`src/rtl/pku_pkg.sv`:
```
// Shared types and constants for the packed 10-bit pixel unpacker.
`default_nettype none
package pku_pkg;

  localparam int WORD_W   = 32;
  localparam int SAMPLE_W = 10;
  localparam int PER_WORD = 3;
  localparam int MAX_WIDTH = 4096;
  localparam int ROWS_MAX  = 4096;

  // floor(x / 3) == (x * DIV3_MUL) >> DIV3_SHIFT for every x below 32768.
  localparam int DIV3_MUL   = 21846;
  localparam int DIV3_SHIFT = 16;

  typedef enum logic [1:0] {
    REG_START_PIXEL  = 2'd0,
    REG_WIDTH_PIXELS = 2'd1,
    REG_ROW_COUNT    = 2'd2,
    REG_MODE         = 2'd3
  } reg_idx_t;

  typedef enum logic [1:0] {
    MODE_LUMA10 = 2'd0,
    MODE_LUMA8  = 2'd1,
    MODE_CHROMA = 2'd2,
    MODE_SPARE  = 2'd3
  } mode_t;

  // Window geometry derived from the configuration registers.
  typedef struct packed {
    logic [11:0] xs;       // first window column
    logic [12:0] xe;       // one past the last window column
    logic [12:0] xe_m1;    // last window column
    logic [10:0] g0;       // word group holding the first column
    logic [12:0] wpr;      // words per row
    logic [11:0] rows_m1;  // index of the last row
    logic        chroma;
    logic        luma8;
    logic        ready;    // derived values are consistent with the registers
  } cfg_t;

  // One result slot of a word.
  typedef struct packed {
    logic [SAMPLE_W-1:0] sample;
    logic                plane;
    logic                row_end;
    logic                frame_end;
  } slot_t;

endpackage
`default_nettype wire

```
`src/rtl/pku_cfg.sv`:
```
// Configuration registers and the window geometry derived from them.
`default_nettype none
module pku_cfg (
  input  wire logic          clk,
  input  wire logic          rst_n,
  input  wire logic          wr_en,
  input  wire logic [1:0]    wr_index,
  input  wire logic [12:0]   wr_data,
  output pku_pkg::cfg_t      cfg
);

  logic [11:0] start_pixel_r;
  logic [12:0] width_pixels_r;
  logic [12:0] row_count_r;
  logic [1:0]  mode_r;
  logic [1:0]  wait_r;
  logic [1:0]  wait_nxt;

  logic [12:0] w_sat;
  logic [12:0] rows_sat;
  logic [12:0] xe;
  logic [13:0] xe_p2;
  logic        chroma;

  logic [26:0] prod_g0_r;
  logic [28:0] prod_ge_r;
  logic [10:0] g0_r;
  logic [12:0] wpr_r;
  logic [11:0] groups;

  always_ff @(posedge clk) begin
    if (!rst_n) begin
      start_pixel_r  <= '0;
      width_pixels_r <= 13'd1;
      row_count_r    <= 13'd1;
      mode_r         <= pku_pkg::MODE_LUMA10;
    end else if (wr_en) begin
      case (pku_pkg::reg_idx_t'(wr_index))
        pku_pkg::REG_START_PIXEL:  start_pixel_r  <= wr_data[11:0];
        pku_pkg::REG_WIDTH_PIXELS: width_pixels_r <= wr_data;
        pku_pkg::REG_ROW_COUNT:    row_count_r    <= wr_data;
        pku_pkg::REG_MODE:         mode_r         <= wr_data[1:0];
        default: ;
      endcase
    end
  end

  // Two pipeline stages derive the geometry, so a write holds off words until both have refilled.
  always_comb begin
    wait_nxt = wait_r;
    if (wr_en) begin
      wait_nxt = 2'd2;
    end else if (wait_r != 2'd0) begin
      wait_nxt = wait_r - 2'd1;
    end
  end

  always_ff @(posedge clk) begin
    if (!rst_n) begin
      wait_r <= 2'd2;
    end else begin
      wait_r <= wait_nxt;
    end
  end

  always_comb begin
    if (width_pixels_r == 13'd0) begin
      w_sat = 13'd1;
    end else if (width_pixels_r > 13'(pku_pkg::MAX_WIDTH)) begin
      w_sat = 13'(pku_pkg::MAX_WIDTH);
    end else begin
      w_sat = width_pixels_r;
    end
    if (row_count_r == 13'd0) begin
      rows_sat = 13'd1;
    end else if (row_count_r > 13'(pku_pkg::ROWS_MAX)) begin
      rows_sat = 13'(pku_pkg::ROWS_MAX);
    end else begin
      rows_sat = row_count_r;
    end
    xe     = {1'b0, start_pixel_r} + w_sat;
    xe_p2  = {1'b0, xe} + 14'd2;
    chroma = (mode_r == pku_pkg::MODE_CHROMA);
  end

  // Stage one: the two divisions by three as reciprocal products.
  always_ff @(posedge clk) begin
    prod_g0_r <= start_pixel_r * 15'(pku_pkg::DIV3_MUL);
    prod_ge_r <= xe_p2 * 15'(pku_pkg::DIV3_MUL);
  end

  assign groups = prod_ge_r[27:16] - {1'b0, prod_g0_r[26:16]};

  // Stage two: group count and words per row.
  always_ff @(posedge clk) begin
    g0_r  <= prod_g0_r[26:16];
    wpr_r <= chroma ? {groups, 1'b0} : {1'b0, groups};
  end

  always_comb begin
    cfg.xs      = start_pixel_r;
    cfg.xe      = xe;
    cfg.xe_m1   = xe - 13'd1;
    cfg.g0      = g0_r;
    cfg.wpr     = wpr_r;
    cfg.rows_m1 = 12'(rows_sat - 13'd1);
    cfg.chroma  = chroma;
    cfg.luma8   = (mode_r == pku_pkg::MODE_LUMA8);
    cfg.ready   = (wait_r == 2'd0);
  end

endmodule
`default_nettype wire

```
`src/rtl/pku_word.sv`:
```
// Word stage: position counters, slot selection and the registered slot bundle.
`default_nettype none
module pku_word (
  input  wire logic                  clk,
  input  wire logic                  rst_n,
  input  wire pku_pkg::cfg_t         cfg,
  input  wire logic                  in_valid,
  output logic                       in_ready,
  input  wire logic [31:0]           in_word,
  input  wire logic [2:0]            pop,
  output logic [2:0]                 mask,
  output pku_pkg::slot_t [2:0]       slots
);

  logic [12:0] word_in_row_r;
  logic [12:0] word_in_row_nxt;
  logic [11:0] row_index_r;
  logic [11:0] row_index_nxt;
  logic [2:0]  mask_r;
  logic [2:0]  mask_nxt;
  logic [2:0]  remaining;
  pku_pkg::slot_t [2:0] slots_r;
  pku_pkg::slot_t [2:0] slots_nxt;
  logic [2:0]  keep;

  logic        accept;
  logic        last_row;
  logic [12:0] k_step;
  logic [13:0] grp;
  logic [14:0] base_col;
  logic [13:0] k_inc;

  assign remaining = mask_r & ~pop;
  assign in_ready  = cfg.ready && (remaining == 3'b000);
  assign accept    = in_valid && in_ready;
  assign last_row  = (row_index_r >= cfg.rows_m1);
  assign k_step    = cfg.chroma ? {1'b0, word_in_row_r[12:1]} : word_in_row_r;
  assign grp       = {3'b000, cfg.g0} + {1'b0, k_step};
  assign base_col  = {grp, 1'b0} + {1'b0, grp};
  assign k_inc     = {1'b0, word_in_row_r} + 14'd1;

  for (genvar j = 0; j < pku_pkg::PER_WORD; j++) begin : g_slot
    logic [9:0]  raw;
    logic [1:0]  off;
    logic        pl;
    logic [14:0] col;
    logic        last;

    assign raw = in_word[10*j +: 10];

    // Chroma words interleave U and V: even words U0 V0 U1, odd words V1 U2 V2.
    always_comb begin
      if (!cfg.chroma) begin
        off = 2'(j);
        pl  = 1'b0;
      end else if (!word_in_row_r[0]) begin
        off = (j == 2) ? 2'd1 : 2'd0;
        pl  = (j == 1);
      end else begin
        off = (j == 0) ? 2'd1 : 2'd2;
        pl  = (j != 1);
      end
    end

    assign col  = base_col + {13'd0, off};
    assign last = (col == {2'b00, cfg.xe_m1}) && (!cfg.chroma || pl);
    assign keep[j] = (col >= {3'b000, cfg.xs}) && (col < {2'b00, cfg.xe});

    always_comb begin
      slots_nxt[j].sample    = cfg.luma8 ? {2'b00, raw[9:2]} : raw;
      slots_nxt[j].plane     = pl;
      slots_nxt[j].row_end   = last;
      slots_nxt[j].frame_end = last && last_row;
    end
  end

  always_comb begin
    word_in_row_nxt = word_in_row_r;
    row_index_nxt   = row_index_r;
    mask_nxt        = remaining;
    if (accept) begin
      mask_nxt = keep;
      if (k_inc >= {1'b0, cfg.wpr}) begin
        word_in_row_nxt = '0;
        row_index_nxt   = last_row ? 12'd0 : row_index_r + 12'd1;
      end else begin
        word_in_row_nxt = k_inc[12:0];
      end
    end
  end

  always_ff @(posedge clk) begin
    if (!rst_n) begin
      word_in_row_r <= '0;
      row_index_r   <= '0;
      mask_r        <= '0;
    end else begin
      word_in_row_r <= word_in_row_nxt;
      row_index_r   <= row_index_nxt;
      mask_r        <= mask_nxt;
    end
  end

  always_ff @(posedge clk) begin
    if (accept) begin
      slots_r <= slots_nxt;
    end
  end

  assign mask  = mask_r;
  assign slots = slots_r;

endmodule
`default_nettype wire

```
`src/rtl/pku_out.sv`:
```
// Result stage: picks the next pending slot and holds it in the output register.
`default_nettype none
module pku_out (
  input  wire logic                  clk,
  input  wire logic                  rst_n,
  input  wire logic [2:0]            mask,
  input  wire pku_pkg::slot_t [2:0]  slots,
  output logic [2:0]                 pop,
  output logic                       out_valid,
  input  wire logic                  out_ready,
  output pku_pkg::slot_t             out_slot
);

  logic           out_valid_r;
  pku_pkg::slot_t out_slot_r;
  pku_pkg::slot_t pick_slot;
  logic [2:0]     first;
  logic           load;

  assign load = !out_valid_r || out_ready;

  always_comb begin
    first     = 3'b000;
    pick_slot = slots[0];
    if (mask[0]) begin
      first = 3'b001;
    end else if (mask[1]) begin
      first     = 3'b010;
      pick_slot = slots[1];
    end else if (mask[2]) begin
      first     = 3'b100;
      pick_slot = slots[2];
    end
  end

  assign pop = load ? first : 3'b000;

  always_ff @(posedge clk) begin
    if (!rst_n) begin
      out_valid_r <= 1'b0;
    end else if (load) begin
      out_valid_r <= (mask != 3'b000);
    end
  end

  always_ff @(posedge clk) begin
    if (load) begin
      out_slot_r <= pick_slot;
    end
  end

  assign out_valid = out_valid_r;
  assign out_slot  = out_slot_r;

endmodule
`default_nettype wire

```
`src/rtl/packed_10bit_pixel_unpacker.sv`:
```
// Top level of the packed 10-bit pixel unpacker.
//
//  Channel  Direction  Ports                                   Content
//  cfg      in         cfg_valid/ready, cfg_index, cfg_data    register write request
//  in       in         in_valid/ready, in_packed_word          one source word
//  out      out        out_valid/ready, out_sample, out_plane, one kept sample and its
//                      out_row_end, out_frame_end              row and window end marks
//
// A word's zero to three kept samples leave one per cycle while the output is ready, so a
// full word is paced by the one-sample result port. A new word enters in the cycle its last
// sample moves to the output register. Reset is synchronous and active low; after reset and
// after every register write the input stalls while the window geometry is rederived. A
// stalled output holds its request, and the input waits while any sample of the previous
// word has not reached the output register.
`default_nettype none
module packed_10bit_pixel_unpacker (
  input  wire logic        clk,
  input  wire logic        rst_n,
  input  wire logic        cfg_valid,
  output logic             cfg_ready,
  input  wire logic [1:0]  cfg_index,
  input  wire logic [12:0] cfg_data,
  input  wire logic        in_valid,
  output logic             in_ready,
  input  wire logic [31:0] in_packed_word,
  output logic             out_valid,
  input  wire logic        out_ready,
  output logic [9:0]       out_sample,
  output logic             out_plane,
  output logic             out_row_end,
  output logic             out_frame_end
);

  pku_pkg::cfg_t             cfg;
  pku_pkg::slot_t [2:0]      slots;
  pku_pkg::slot_t            out_slot;
  logic [2:0]                mask;
  logic [2:0]                pop;

  // Register writes are always taken; the geometry pipeline absorbs them.
  assign cfg_ready = 1'b1;

  pku_cfg u_cfg (
    .clk      (clk),
    .rst_n    (rst_n),
    .wr_en    (cfg_valid),
    .wr_index (cfg_index),
    .wr_data  (cfg_data),
    .cfg      (cfg)
  );

  // The word stage works out which of the three samples fall inside the window and
  // how each is marked, then holds them until the result stage has drained them.
  pku_word u_word (
    .clk      (clk),
    .rst_n    (rst_n),
    .cfg      (cfg),
    .in_valid (in_valid),
    .in_ready (in_ready),
    .in_word  (in_packed_word),
    .pop      (pop),
    .mask     (mask),
    .slots    (slots)
  );

  pku_out u_out (
    .clk       (clk),
    .rst_n     (rst_n),
    .mask      (mask),
    .slots     (slots),
    .pop       (pop),
    .out_valid (out_valid),
    .out_ready (out_ready),
    .out_slot  (out_slot)
  );

  assign out_sample    = out_slot.sample;
  assign out_plane     = out_slot.plane;
  assign out_row_end   = out_slot.row_end;
  assign out_frame_end = out_slot.frame_end;

endmodule
`default_nettype wire

```
`config.mk`:
```
export PLATFORM = sky130hd
export DESIGN_NAME = packed_10bit_pixel_unpacker
export DESIGN_NICKNAME = d
export VERILOG_FILES = /design/src/rtl/pku_pkg.sv /design/src/rtl/pku_cfg.sv /design/src/rtl/pku_word.sv /design/src/rtl/pku_out.sv /design/src/rtl/packed_10bit_pixel_unpacker.sv
export SDC_FILE = /design/constraint.sdc
export NUM_CORES = 1
export LEC_CHECK = 0
export ABC_CLOCK_PERIOD_IN_PS = 7870
export CAP_MARGIN = 30
export CELL_PAD_IN_SITES_DETAIL_PLACEMENT = 0
export CELL_PAD_IN_SITES_GLOBAL_PLACEMENT = 1
export CORE_ASPECT_RATIO = 1.75
export CORE_MARGIN = 2
export CORE_UTILIZATION = 46
export DETAILED_ROUTE_END_ITERATION = 12
export DONT_BUFFER_PORTS = 1
export PLACE_DENSITY_LB_ADDON = 0.1
export SLEW_MARGIN = 0
export SYNTH_ARGS = -nofsm -noshare
export SYNTH_HDL_FRONTEND = slang
export SYNTH_SLANG_ARGS = --single-unit
```
`constraint.sdc`:
```
create_clock -name clk -period 7.87 [get_ports clk]
set_clock_uncertainty 0.1 [all_clocks]
set_input_delay 0 -clock clk [delete_from_list [all_inputs] [get_ports clk]]
set_output_delay 0 -clock clk [all_outputs]
set_load 0.02 [all_outputs]
```
==> results of run 1 <==
==> per-stage QoR <==
step	setup TNS (ns)	util, %	total power [uW]	area (sq um)	hold slack [ns]
detailed placement	-2.03	49.8	3410	19900	-0.0163
global route	-0.428	54.7	4890	21800	0.0218
CTS	0	53.6	4410	21400	0.00409
finish	0	54.7	4480	21800	-0.000622
floorplan	0	-	2730	18600	-0.0239
global placement	-1.29	49.8	3360	19900	-0.0200
==> cells by family (layout without fill, tap and decap cells) <==
| kind of cell | Yosys count | count (layout) | share of synthesized area [%] |
|---|---|---|---|
| XOR/XNOR | 161 | 161 | 7.77 |
| AO/OA/AOI/OAI | 397 | 397 | 13.9 |
| AND/OR/NAND/NOR | 564 | 564 | 15.4 |
| buffers and inverters | 348 | 530 | 7.12 |
| multiplexers | 36 | 36 | 2.12 |
| flip-flops | 169 | 169 | 20.9 |
| other | 1 | 3 | 0.0202 |
| adder cells (fa/ha/maj) | 425 | 425 | 32.8 |
==> routing by layer <==
metal	part of all wire (%)	track usage [%]	vias to the layer above
met5	0	0	-
met4	6.0	13.2	0
met3	2.1	2.33	123
met2	56	52.8	300
met1	36	25.9	7282
li1	-	-	7576
==> what timing repair did <==
item / 4_1_cts / 5_1_grt
resized for setup: 20 / 54
pin swaps: 19 / 56
endpoints found under the setup margin: 10 / 11
endpoints found under the hold margin: 93 / 0
hold buffers: 75 / 0
setup buffers: 6 / 14
==> tightest hold or removal path: cells and delay by family <==
kind	cells	cell delay (ns)
and+or+nand+nor	3	0.42
AOI/OAI and AO/OA	1	0.09
==> state kept, by name, summed over array words and instances (netlist names) <==
register / count
u_word.slots: 38
u_cfg.row_count_r: 13
u_cfg.width_pixels_r: 13
u_cfg.wpr_r: 13
u_out.out_slot: 13
u_word.word_in_row_r: 13
u_cfg.prod_ge_r: 12
u_cfg.start_pixel_r: 12
u_word.row_index_r: 12
u_cfg.g0_r: 11
u_cfg.prod_g0_r: 11
u_word.mask: 3
u_cfg.mode_r: 2
u_cfg.wait_r: 2
u_out.out_valid: 1
==> layout by cell type (no fill, tap or decap), drive strengths merged, types with 83 or more instances in the layout <==
| master | Yosys | routed |
|---|---|---|
| a21oi | 96 | 96 |
| fa | 104 | 104 |
| buf | 7 | 137 |
| xnor2 | 112 | 112 |
| nand2 | 174 | 174 |
| inv | 287 | 294 |
| o21ai | 83 | 83 |
| ha | 320 | 320 |
| dfxtp | 118 | 118 |
| nor2 | 105 | 105 |
==> how the worst min path moves through the flow <==
stage,startpoint,endpoint,slack (ns)
6_report,cfg_index[1],u_cfg.row_count_r[3],-0.0006
5_1_grt,cfg_index[1],u_cfg.row_count_r[3],0.02
4_1_cts,cfg_index[1],u_cfg.row_count_r[3],0.004
3_5_place_dp,cfg_valid,u_cfg.wait_r[0],-0.02
3_3_place_gp,cfg_valid,u_cfg.wait_r[0],-0.02
2_1_floorplan,cfg_valid,u_cfg.wait_r[0],-0.02
==> layout make-up <==
class / count / share of cell area [%]
multi-input cells: 1584 / 63.2
flip-flops and latches: 169 / 17.8
repair buffers: 211 / 8.25
inverters: 287 / 4.95
well taps: 495 / 2.84
clock buffers: 19 / 2.13
clock inverters: 13 / 0.774
diodes: 2 / 0.0229
==> power breakdown <==
| part | switching (uW) | leakage [uW] | internal, uW |
|---|---|---|---|
| combinational | 1400 | 0.00854 | 1120 |
| clock | 410 | 0.000312 | 509 |
| sequential | 49.1 | 0.00146 | 996 |
| total | 1850 | 0.0103 | 2630 |
==> impl_metrics.json, run 1 <==
{
  "outcome": "finished, violations left",
  "violations": "hold timing",
  "grt_overflow_total": 0,
  "hpwl_microns": 44700,
  "multi_input_area_sq_mm": 0.0138,
  "core_sq_mm": 0.0399,
  "fin_nets": 2746,
  "ys_warn_count": 0,
  "finalSetupViolCount": 0,
  "worst_pin_slew_ns": 1.06,
  "dr.pass1.iters": 5,
  "crit_cells": 35,
  "antenna_left": 0,
  "grt_max_degree": 73,
  "cap_violations": 0,
  "drc": 0,
  "cp.required_ns": 8.14,
  "cp-end-kind": "register",
  "clock_path_buffers": 2,
  "die-height_microns": 270,
  "layout-drive-gt1-share_pct": 12.2,
  "cpPeakStageDelay_ns": 0.54,
  "synth-edff-count": 51,
  "avgRoutedWirePerCell_microns": 19.4,
  "fin_crit_sh_pct": 96.9,
  "fin_crit_ns": 7.63,
  "yosys-top-cells-area": "ha_1 (22%), dfxtp_1 (13%), fa_1 (11%), edfxtp_1 (8.2%), inv_1 (5.7%)",
  "rrSetupSlack_ns": 0.24,
  "antenna_found_initial": 1,
  "die_w_microns": 156,
  "finalMaxSlewViolations": 0,
  "ys_top_cells_by_count": "ha_1 (320), inv_1 (284), nand2_1 (174)",
  "relSlewSlack_pct": 28.7,
  "htreeDepth": 4,
  "path_delay_family": "adder cells",
  "seqCellArea_sq_mm": 0.00389,
  "path_max_fanout": 4,
  "yosysTopAreaCell": "ha_1",
  "grt_pass1_vias": 15954,
  "rows": 97,
  "grt_util_all_layers_pct": 26.2,
  "grt_first_pass_wirelength_microns": 85400,
  "r2r-start": "u_cfg.width_pixels_r[4]",
  "syn_area_sq_mm": 0.0186,
  "fmax_ghz": 0.131,
  "whs_path_depth": 4,
  "worst_hold_path_type": "input pin to register",
  "yosysSeqAreaShare_pct": 20.9,
  "placed_cells": 2651,
  "synth.top_cell.area_share_pct": 21.5,
  "clk_pin_slew_ns": 0.07,
  "syn2layout_area_growth_pct": 17.3,
  "cts_made_buffers": 17,
  "pwr_density_cell_mw_per_mm2": 205,
  "endpoint": "u_cfg.prod_ge_r[26]",
  "r2r_cells": 35,
  "r2r-end": "u_cfg.prod_ge_r[26]",
  "io_pins": 68,
  "place.gp.congestion": 0.954,
  "routed_wl_microns": 54000,
  "vdd_ir_drop_max_uv": 242,
  "worst_hold_slack_ns": -0.000622,
  "cts_sinks": 169,
  "via_per_inst": 5.50,
  "port_buffers": 0,
  "rsz0062_at_grt": "true",
  "synth-seq-cells": 169,
  "critPathKind": "register to register",
  "synthCells": 2101,
  "start_util_pct": 46.6,
  "nFillCells": 3728,
  "place_ws_ns": -0.435,
  "clk_latency_ns": 0.46,
  "crit_slowest_cell": "fa_1",
  "cts_tree": "done",
  "critical_path.startpoint_type": "register",
  "final_cells": 2780,
  "critical_path_arrival_ns": 7.90,
  "timing.critical_path.from": "u_cfg.width_pixels_r[4]",
  "hold_viol_final": 1,
  "avgSynthCellArea_sq_um": 8.86,
  "yosys_most_used_dff": "dfxtp_1",
  "vias": 15281,
  "drt_iter0_drc": 560,
  "p_leak_uw": 0.0103,
  "layout_setup_ws_ns": 0.241,
  "async_reset_ff_share_pct": 0,
  "ys_types": 78,
  "yosys.cell_count.top_type": "ha_1",
  "syn_nets": 2577,
  "die_area_sq_mm": 0.0421,
  "path_buf_inv": 7,
  "clock_tree.root_cell": "clkbuf_16"
}
Power figures use the tool's default switching activity.
==> inputs of run 2 (changes only) <==
Settings changed: CORE_UTILIZATION 46 to 35.
==> impl_metrics.json, run 2 (synthesized netlist as in run 1, its figures left out) <==
{
  "antenna_found_initial": 2,
  "avgRoutedWirePerCell_microns": 20.1,
  "critPathKind": "register to register",
  "routed_wl_microns": 59500,
  "fin_crit_ns": 7.73,
  "final_cell_mix": "ha_1 (313), inv_1 (277), nand2_1 (173)",
  "vdd_ir_drop_max_uv": 151,
  "clock_tree.root_cell": "clkbuf_16",
  "placed_cells": 2846,
  "drc": 0,
  "io_pins": 68,
  "switchingPower_uw": 1920,
  "clock_path_buffers": 2,
  "start_util_pct": 35.4,
  "rows": 111,
  "pwr-share-comb_pct": 57.6,
  "finalMaxSlewViolations": 0,
  "pwr-share-clk_pct": 18.9,
  "cp-end-kind": "register",
  "relSlewSlack_pct": 35.9,
  "multi_input_area_sq_mm": 0.0137,
  "die_w_microns": 178,
  "die-height_microns": 309,
  "hold_viol_final": 0,
  "vias": 15298,
  "cap_violations": 0,
  "crit_slowest_cell": "fa_1",
  "final_common_cell": "ha_1",
  "clk_latency_ns": 0.46,
  "cpPeakStageDelay_ns": 0.52,
  "syn2layout_area_growth_pct": 17.4,
  "final_core_util_pct": 41.6,
  "power.total_uw": 4470,
  "fmax_ghz": 0.129,
  "rsz0062_at_grt": "true",
  "cts_made_buffers": 17,
  "power_frac_seq_pct": 23.6,
  "cp.required_ns": 8.14,
  "grt_max_degree": 73,
  "layout-drive-gt1-share_pct": 11.7,
  "finalSetupViolCount": 0,
  "clk_pin_slew_ns": 0.08,
  "critical_path.startpoint_type": "register",
  "p_leak_uw": 0.0103,
  "die_area_sq_mm": 0.0551,
  "drt_iter0_drc": 553,
  "grt_pass1_vias": 15978,
  "via_per_inst": 5.16,
  "nFillCells": 5296,
  "place.gp.congestion": 0.925,
  "core_sq_mm": 0.0525,
  "path_max_fanout": 3,
  "grt_first_pass_wirelength_microns": 90800,
  "worst_hold_path_type": "input pin to register",
  "cts_tree": "done",
  "antenna_left": 0,
  "cts_sinks": 169,
  "outcome": "completed",
  "sw_frac_of_total_pct": 42.9,
  "hpwl_microns": 49600,
  "dr.pass1.iters": 4,
  "path_delay_family": "adder cells",
  "largest_register_ffs": 38,
  "port_buffers": 0,
  "seqCellArea_sq_mm": 0.00390,
  "final_cells": 2962,
  "internal_power_uw": 2550,
  "grt_overflow_total": 0,
  "pwr_density_cell_mw_per_mm2": 205,
  "fin_nets": 2745,
  "critical_path_arrival_ns": 8.00,
  "grt_util_all_layers_pct": 21.9,
  "worst_pin_slew_ns": 0.958,
  "htreeDepth": 4,
  "fin_crit_sh_pct": 98.2,
  "path_buf_inv": 7
}
## run 2: path summary, 6_finish.rpt
check                          startpoint                        to  depth (start not counted)  slack (ns)
setup reg to reg  u_cfg.width_pixels_r[2]       u_cfg.prod_ge_r[26]                         35        0.14
hold / removal               cfg_index[0]  u_cfg.width_pixels_r[10]                          3        0.10
hold reg to reg       u_cfg.prod_g0_r[21]             u_cfg.g0_r[5]                          0        0.27
setup / recovery  u_cfg.width_pixels_r[2]       u_cfg.prod_ge_r[26]                         35        0.14
## run 2: final cells by class
class	count	share of cell area [%]
Antenna cell	2	0.0229
Multi-Input combinational cell	1584	62.6
Tap cell	678	3.88
Inverter	287	4.94
Clock buffer	18	1.96
Clock inverter	14	0.618
Sequential cell	169	17.8
Timing Repair Buffer	210	8.17
## run 2: worst reg2reg max path, delay by kind of cell (launching register included)
family	cells	cell delay (ns)
simple gates	9	1.80
compound gates	10	1.68
buf+inv	7	0.47
xor+xnor	1	0.18
fa+ha+maj	8	3.10
flops	1	0.33
## run 2: timing repair
item / CTS / global route
endpoints found under the hold margin: 101 / 0
setup buffers: 3 / 8
cloned: 0 / 0
hold buffers: 72 / 0
endpoints found under the setup margin: 5 / 8
gates resized for setup: 15 / 42
pin swaps: 16 / 45
## run 2: stage by stage
step | setup WS [ns] | setup TNS, ns | area [sq um] | hold slack, ns
floorplan | 0.00145 | 0 | 18600 | -0.0239
global placement | -0.188 | -0.485 | 20200 | -0.0209
detailed placement | -0.294 | -0.945 | 20200 | -0.0181
CTS | 0.0190 | 0 | 21600 | 0.0739
global route | -0.331 | -1.23 | 21900 | 0.118
finish | 0.143 | 0 | 21900 | 0.100
## run 2: per-layer routing
metal / global-route usage [%] / share of wire, % / up-vias
met5: 0 / 0 / -
met4: 11.2 / 5.1 / 0
met3: 1.79 / 1.9 / 93
met2: 45.4 / 58 / 222
met1: 20.8 / 35 / 7418
li1: - / - / 7565
## run 2: power by group through the flow
stage | sequential [uW] | combinational (uW) | clock (uW)
6_report | 1050 | 2570 | 844
5_1_grt | 1060 | 2900 | 902
4_1_cts | 1060 | 2530 | 870
3_5_place_dp | 1080 | 2450 | 0
3_3_place_gp | 1080 | 2420 | 0
2_1_floorplan | 1050 | 1690 | 0
==> inputs of run 3 (changes only) <==
Settings changed: ABC_CLOCK_PERIOD_IN_PS 7870 to 9900.
Clock period 7.87 ns to 9.9 ns, I/O delays scaled along.
==> impl_metrics.json, run 3 (synthesized netlist as in run 1, its figures left out) <==
{
  "finalSetupViolCount": 0,
  "dr.pass1.iters": 5,
  "cts_made_buffers": 17,
  "cts_tree": "done",
  "cap_violations": 0,
  "r2r-start": "u_cfg.width_pixels_r[4]",
  "outcome": "completed",
  "fin_nets": 2652,
  "fin_crit_sh_pct": 92.4,
  "grt_util_all_layers_pct": 21.2,
  "rrSetupSlack_ns": 0.76,
  "placed_area_sq_mm": 0.0195,
  "hpwl_microns": 47600,
  "critical_path_arrival_ns": 9.41,
  "cts_sinks": 169,
  "clk_pin_slew_ns": 0.07,
  "cp-end-kind": "register",
  "rows": 111,
  "port_buffers": 0,
  "final_cells": 2869,
  "clock_tree.root_cell": "clkbuf_16",
  "via_per_inst": 5.19,
  "final_cell_mix": "ha_1 (320), inv_1 (283), nand2_1 (174)",
  "die-height_microns": 309,
  "htreeDepth": 4,
  "path_max_fanout": 6,
  "pwr_density_cell_mw_per_mm2": 163,
  "cpPeakStageDelay_ns": 0.55,
  "r2r-end": "u_cfg.prod_ge_r[26]",
  "cp.required_ns": 10.17,
  "vias": 14887,
  "clock_path_buffers": 2,
  "finalMaxSlewViolations": 0,
  "whs_path_depth": 3,
  "die_area_sq_mm": 0.0551,
  "hold_viol_final": 0,
  "relSlewSlack_pct": 43.9,
  "antenna_found_initial": 1,
  "worstHoldStart": "cfg_valid",
  "worst_hold_path_type": "input pin to register",
  "hold_end": "u_cfg.width_pixels_r[0]",
  "grt_pass1_vias": 15730,
  "grt_first_pass_wirelength_microns": 88100,
  "syn2layout_area_growth_pct": 12.6,
  "placed_cells": 2751,
  "core_sq_mm": 0.0525,
  "routed_wl_microns": 56600,
  "crit_slowest_cell": "fa_1",
  "drc": 0,
  "critical_path.startpoint_type": "register",
  "antenna_left": 0,
  "final_common_cell": "ha_1",
  "place_ws_ns": 0.336,
  "place.gp.congestion": 0.902,
  "p_leak_uw": 0.00979,
  "power.total_uw": 3420,
  "die_w_microns": 178,
  "layout_setup_ws_ns": 0.755,
  "io_pins": 68,
  "grt_overflow_total": 0,
  "grt_max_degree": 73,
  "drt_iter0_drc": 565,
  "postLayoutCellArea_sq_mm": 0.0210,
  "avgRoutedWirePerCell_microns": 19.7,
  "layout-drive-gt1-share_pct": 5.53,
  "worst_pin_slew_ns": 0.820,
  "clk_latency_ns": 0.46,
  "critPathKind": "register to register",
  "r2r_cells": 35,
  "start_util_pct": 35.4,
  "vdd_ir_drop_max_uv": 136,
  "largest_register_ffs": 38,
  "fmax_ghz": 0.109,
  "fin_crit_ns": 9.14
}
## run 3: critical path, delay by kind of cell (launching register included)
kind,cells,cell delay [ns]
compound gates,10,2.13
xor+xnor,1,0.30
fa+ha+maj,8,3.18
buf+inv,7,0.65
flops,1,0.32
simple gates,9,2.39
## run 3: timing repair
item | CTS | global route
setup endpoints to repair | 0 | 3
hold buffers | 81 | 0
gates resized for setup | 0 | 1
buffers inserted | 0 | 2
hold endpoints to repair | 101 | 0
## run 3: final cells by class
| class | instances | area [sq um] |
|---|---|---|
| Fill cell | 5373 | 31500 |
| Clock buffer | 23 | 542 |
| Tap cell | 678 | 848 |
| Timing Repair Buffer | 117 | 1100 |
| Inverter | 287 | 1080 |
| Multi-Input combinational cell | 1584 | 13400 |
| Clock inverter | 9 | 83.8 |
| Antenna cell | 2 | 5.00 |
| Sequential cell | 169 | 3890 |
## run 3: power breakdown
part | total (uW) | switching, uW | leakage, uW | internal, uW
clock | 714 | 318 | 0.000311 | 396
combinational | 1870 | 1080 | 0.00802 | 789
sequential | 839 | 46.8 | 0.00146 | 792
## run 3: how the worst max path moves through the flow
stage | startpoint | endpoint | depth (start not counted) | slack (ns)
3_5_place_dp | u_cfg.width_pixels_r[8] | u_cfg.prod_ge_r[26] | 34 | 0.34
4_1_cts | u_cfg.width_pixels_r[8] | u_cfg.prod_ge_r[26] | 34 | 0.32
6_report | u_cfg.width_pixels_r[4] | u_cfg.prod_ge_r[26] | 35 | 0.76
5_1_grt | u_cfg.width_pixels_r[4] | u_cfg.prod_ge_r[26] | 35 | -0.02
3_3_place_gp | u_cfg.width_pixels_r[4] | u_cfg.prod_ge_r[26] | 34 | 0.42
2_1_floorplan | u_cfg.width_pixels_r[4] | u_cfg.prod_ge_r[26] | 34 | 1.77
## run 3: metrics by stage
stage	util [%]	setup TNS, ns	hold slack (ns)
2_1_floorplan	-	0	-0.0239
3_3_place_gp	37.0	0	-0.0208
3_5_place_dp	37.1	0	-0.0168
4_1_cts	39.8	0	0.0322
5_1_grt	39.9	-0.0196	0.0732
6_report	39.9	0	0.0624
## run 3: metal layers
layer  wire length, microns  global-route usage (%)
met4                   3440                    11.9
met1                  19600                    19.8
met3                   1100                    1.91
met5                      0                       0
met2                  32500                    43.7
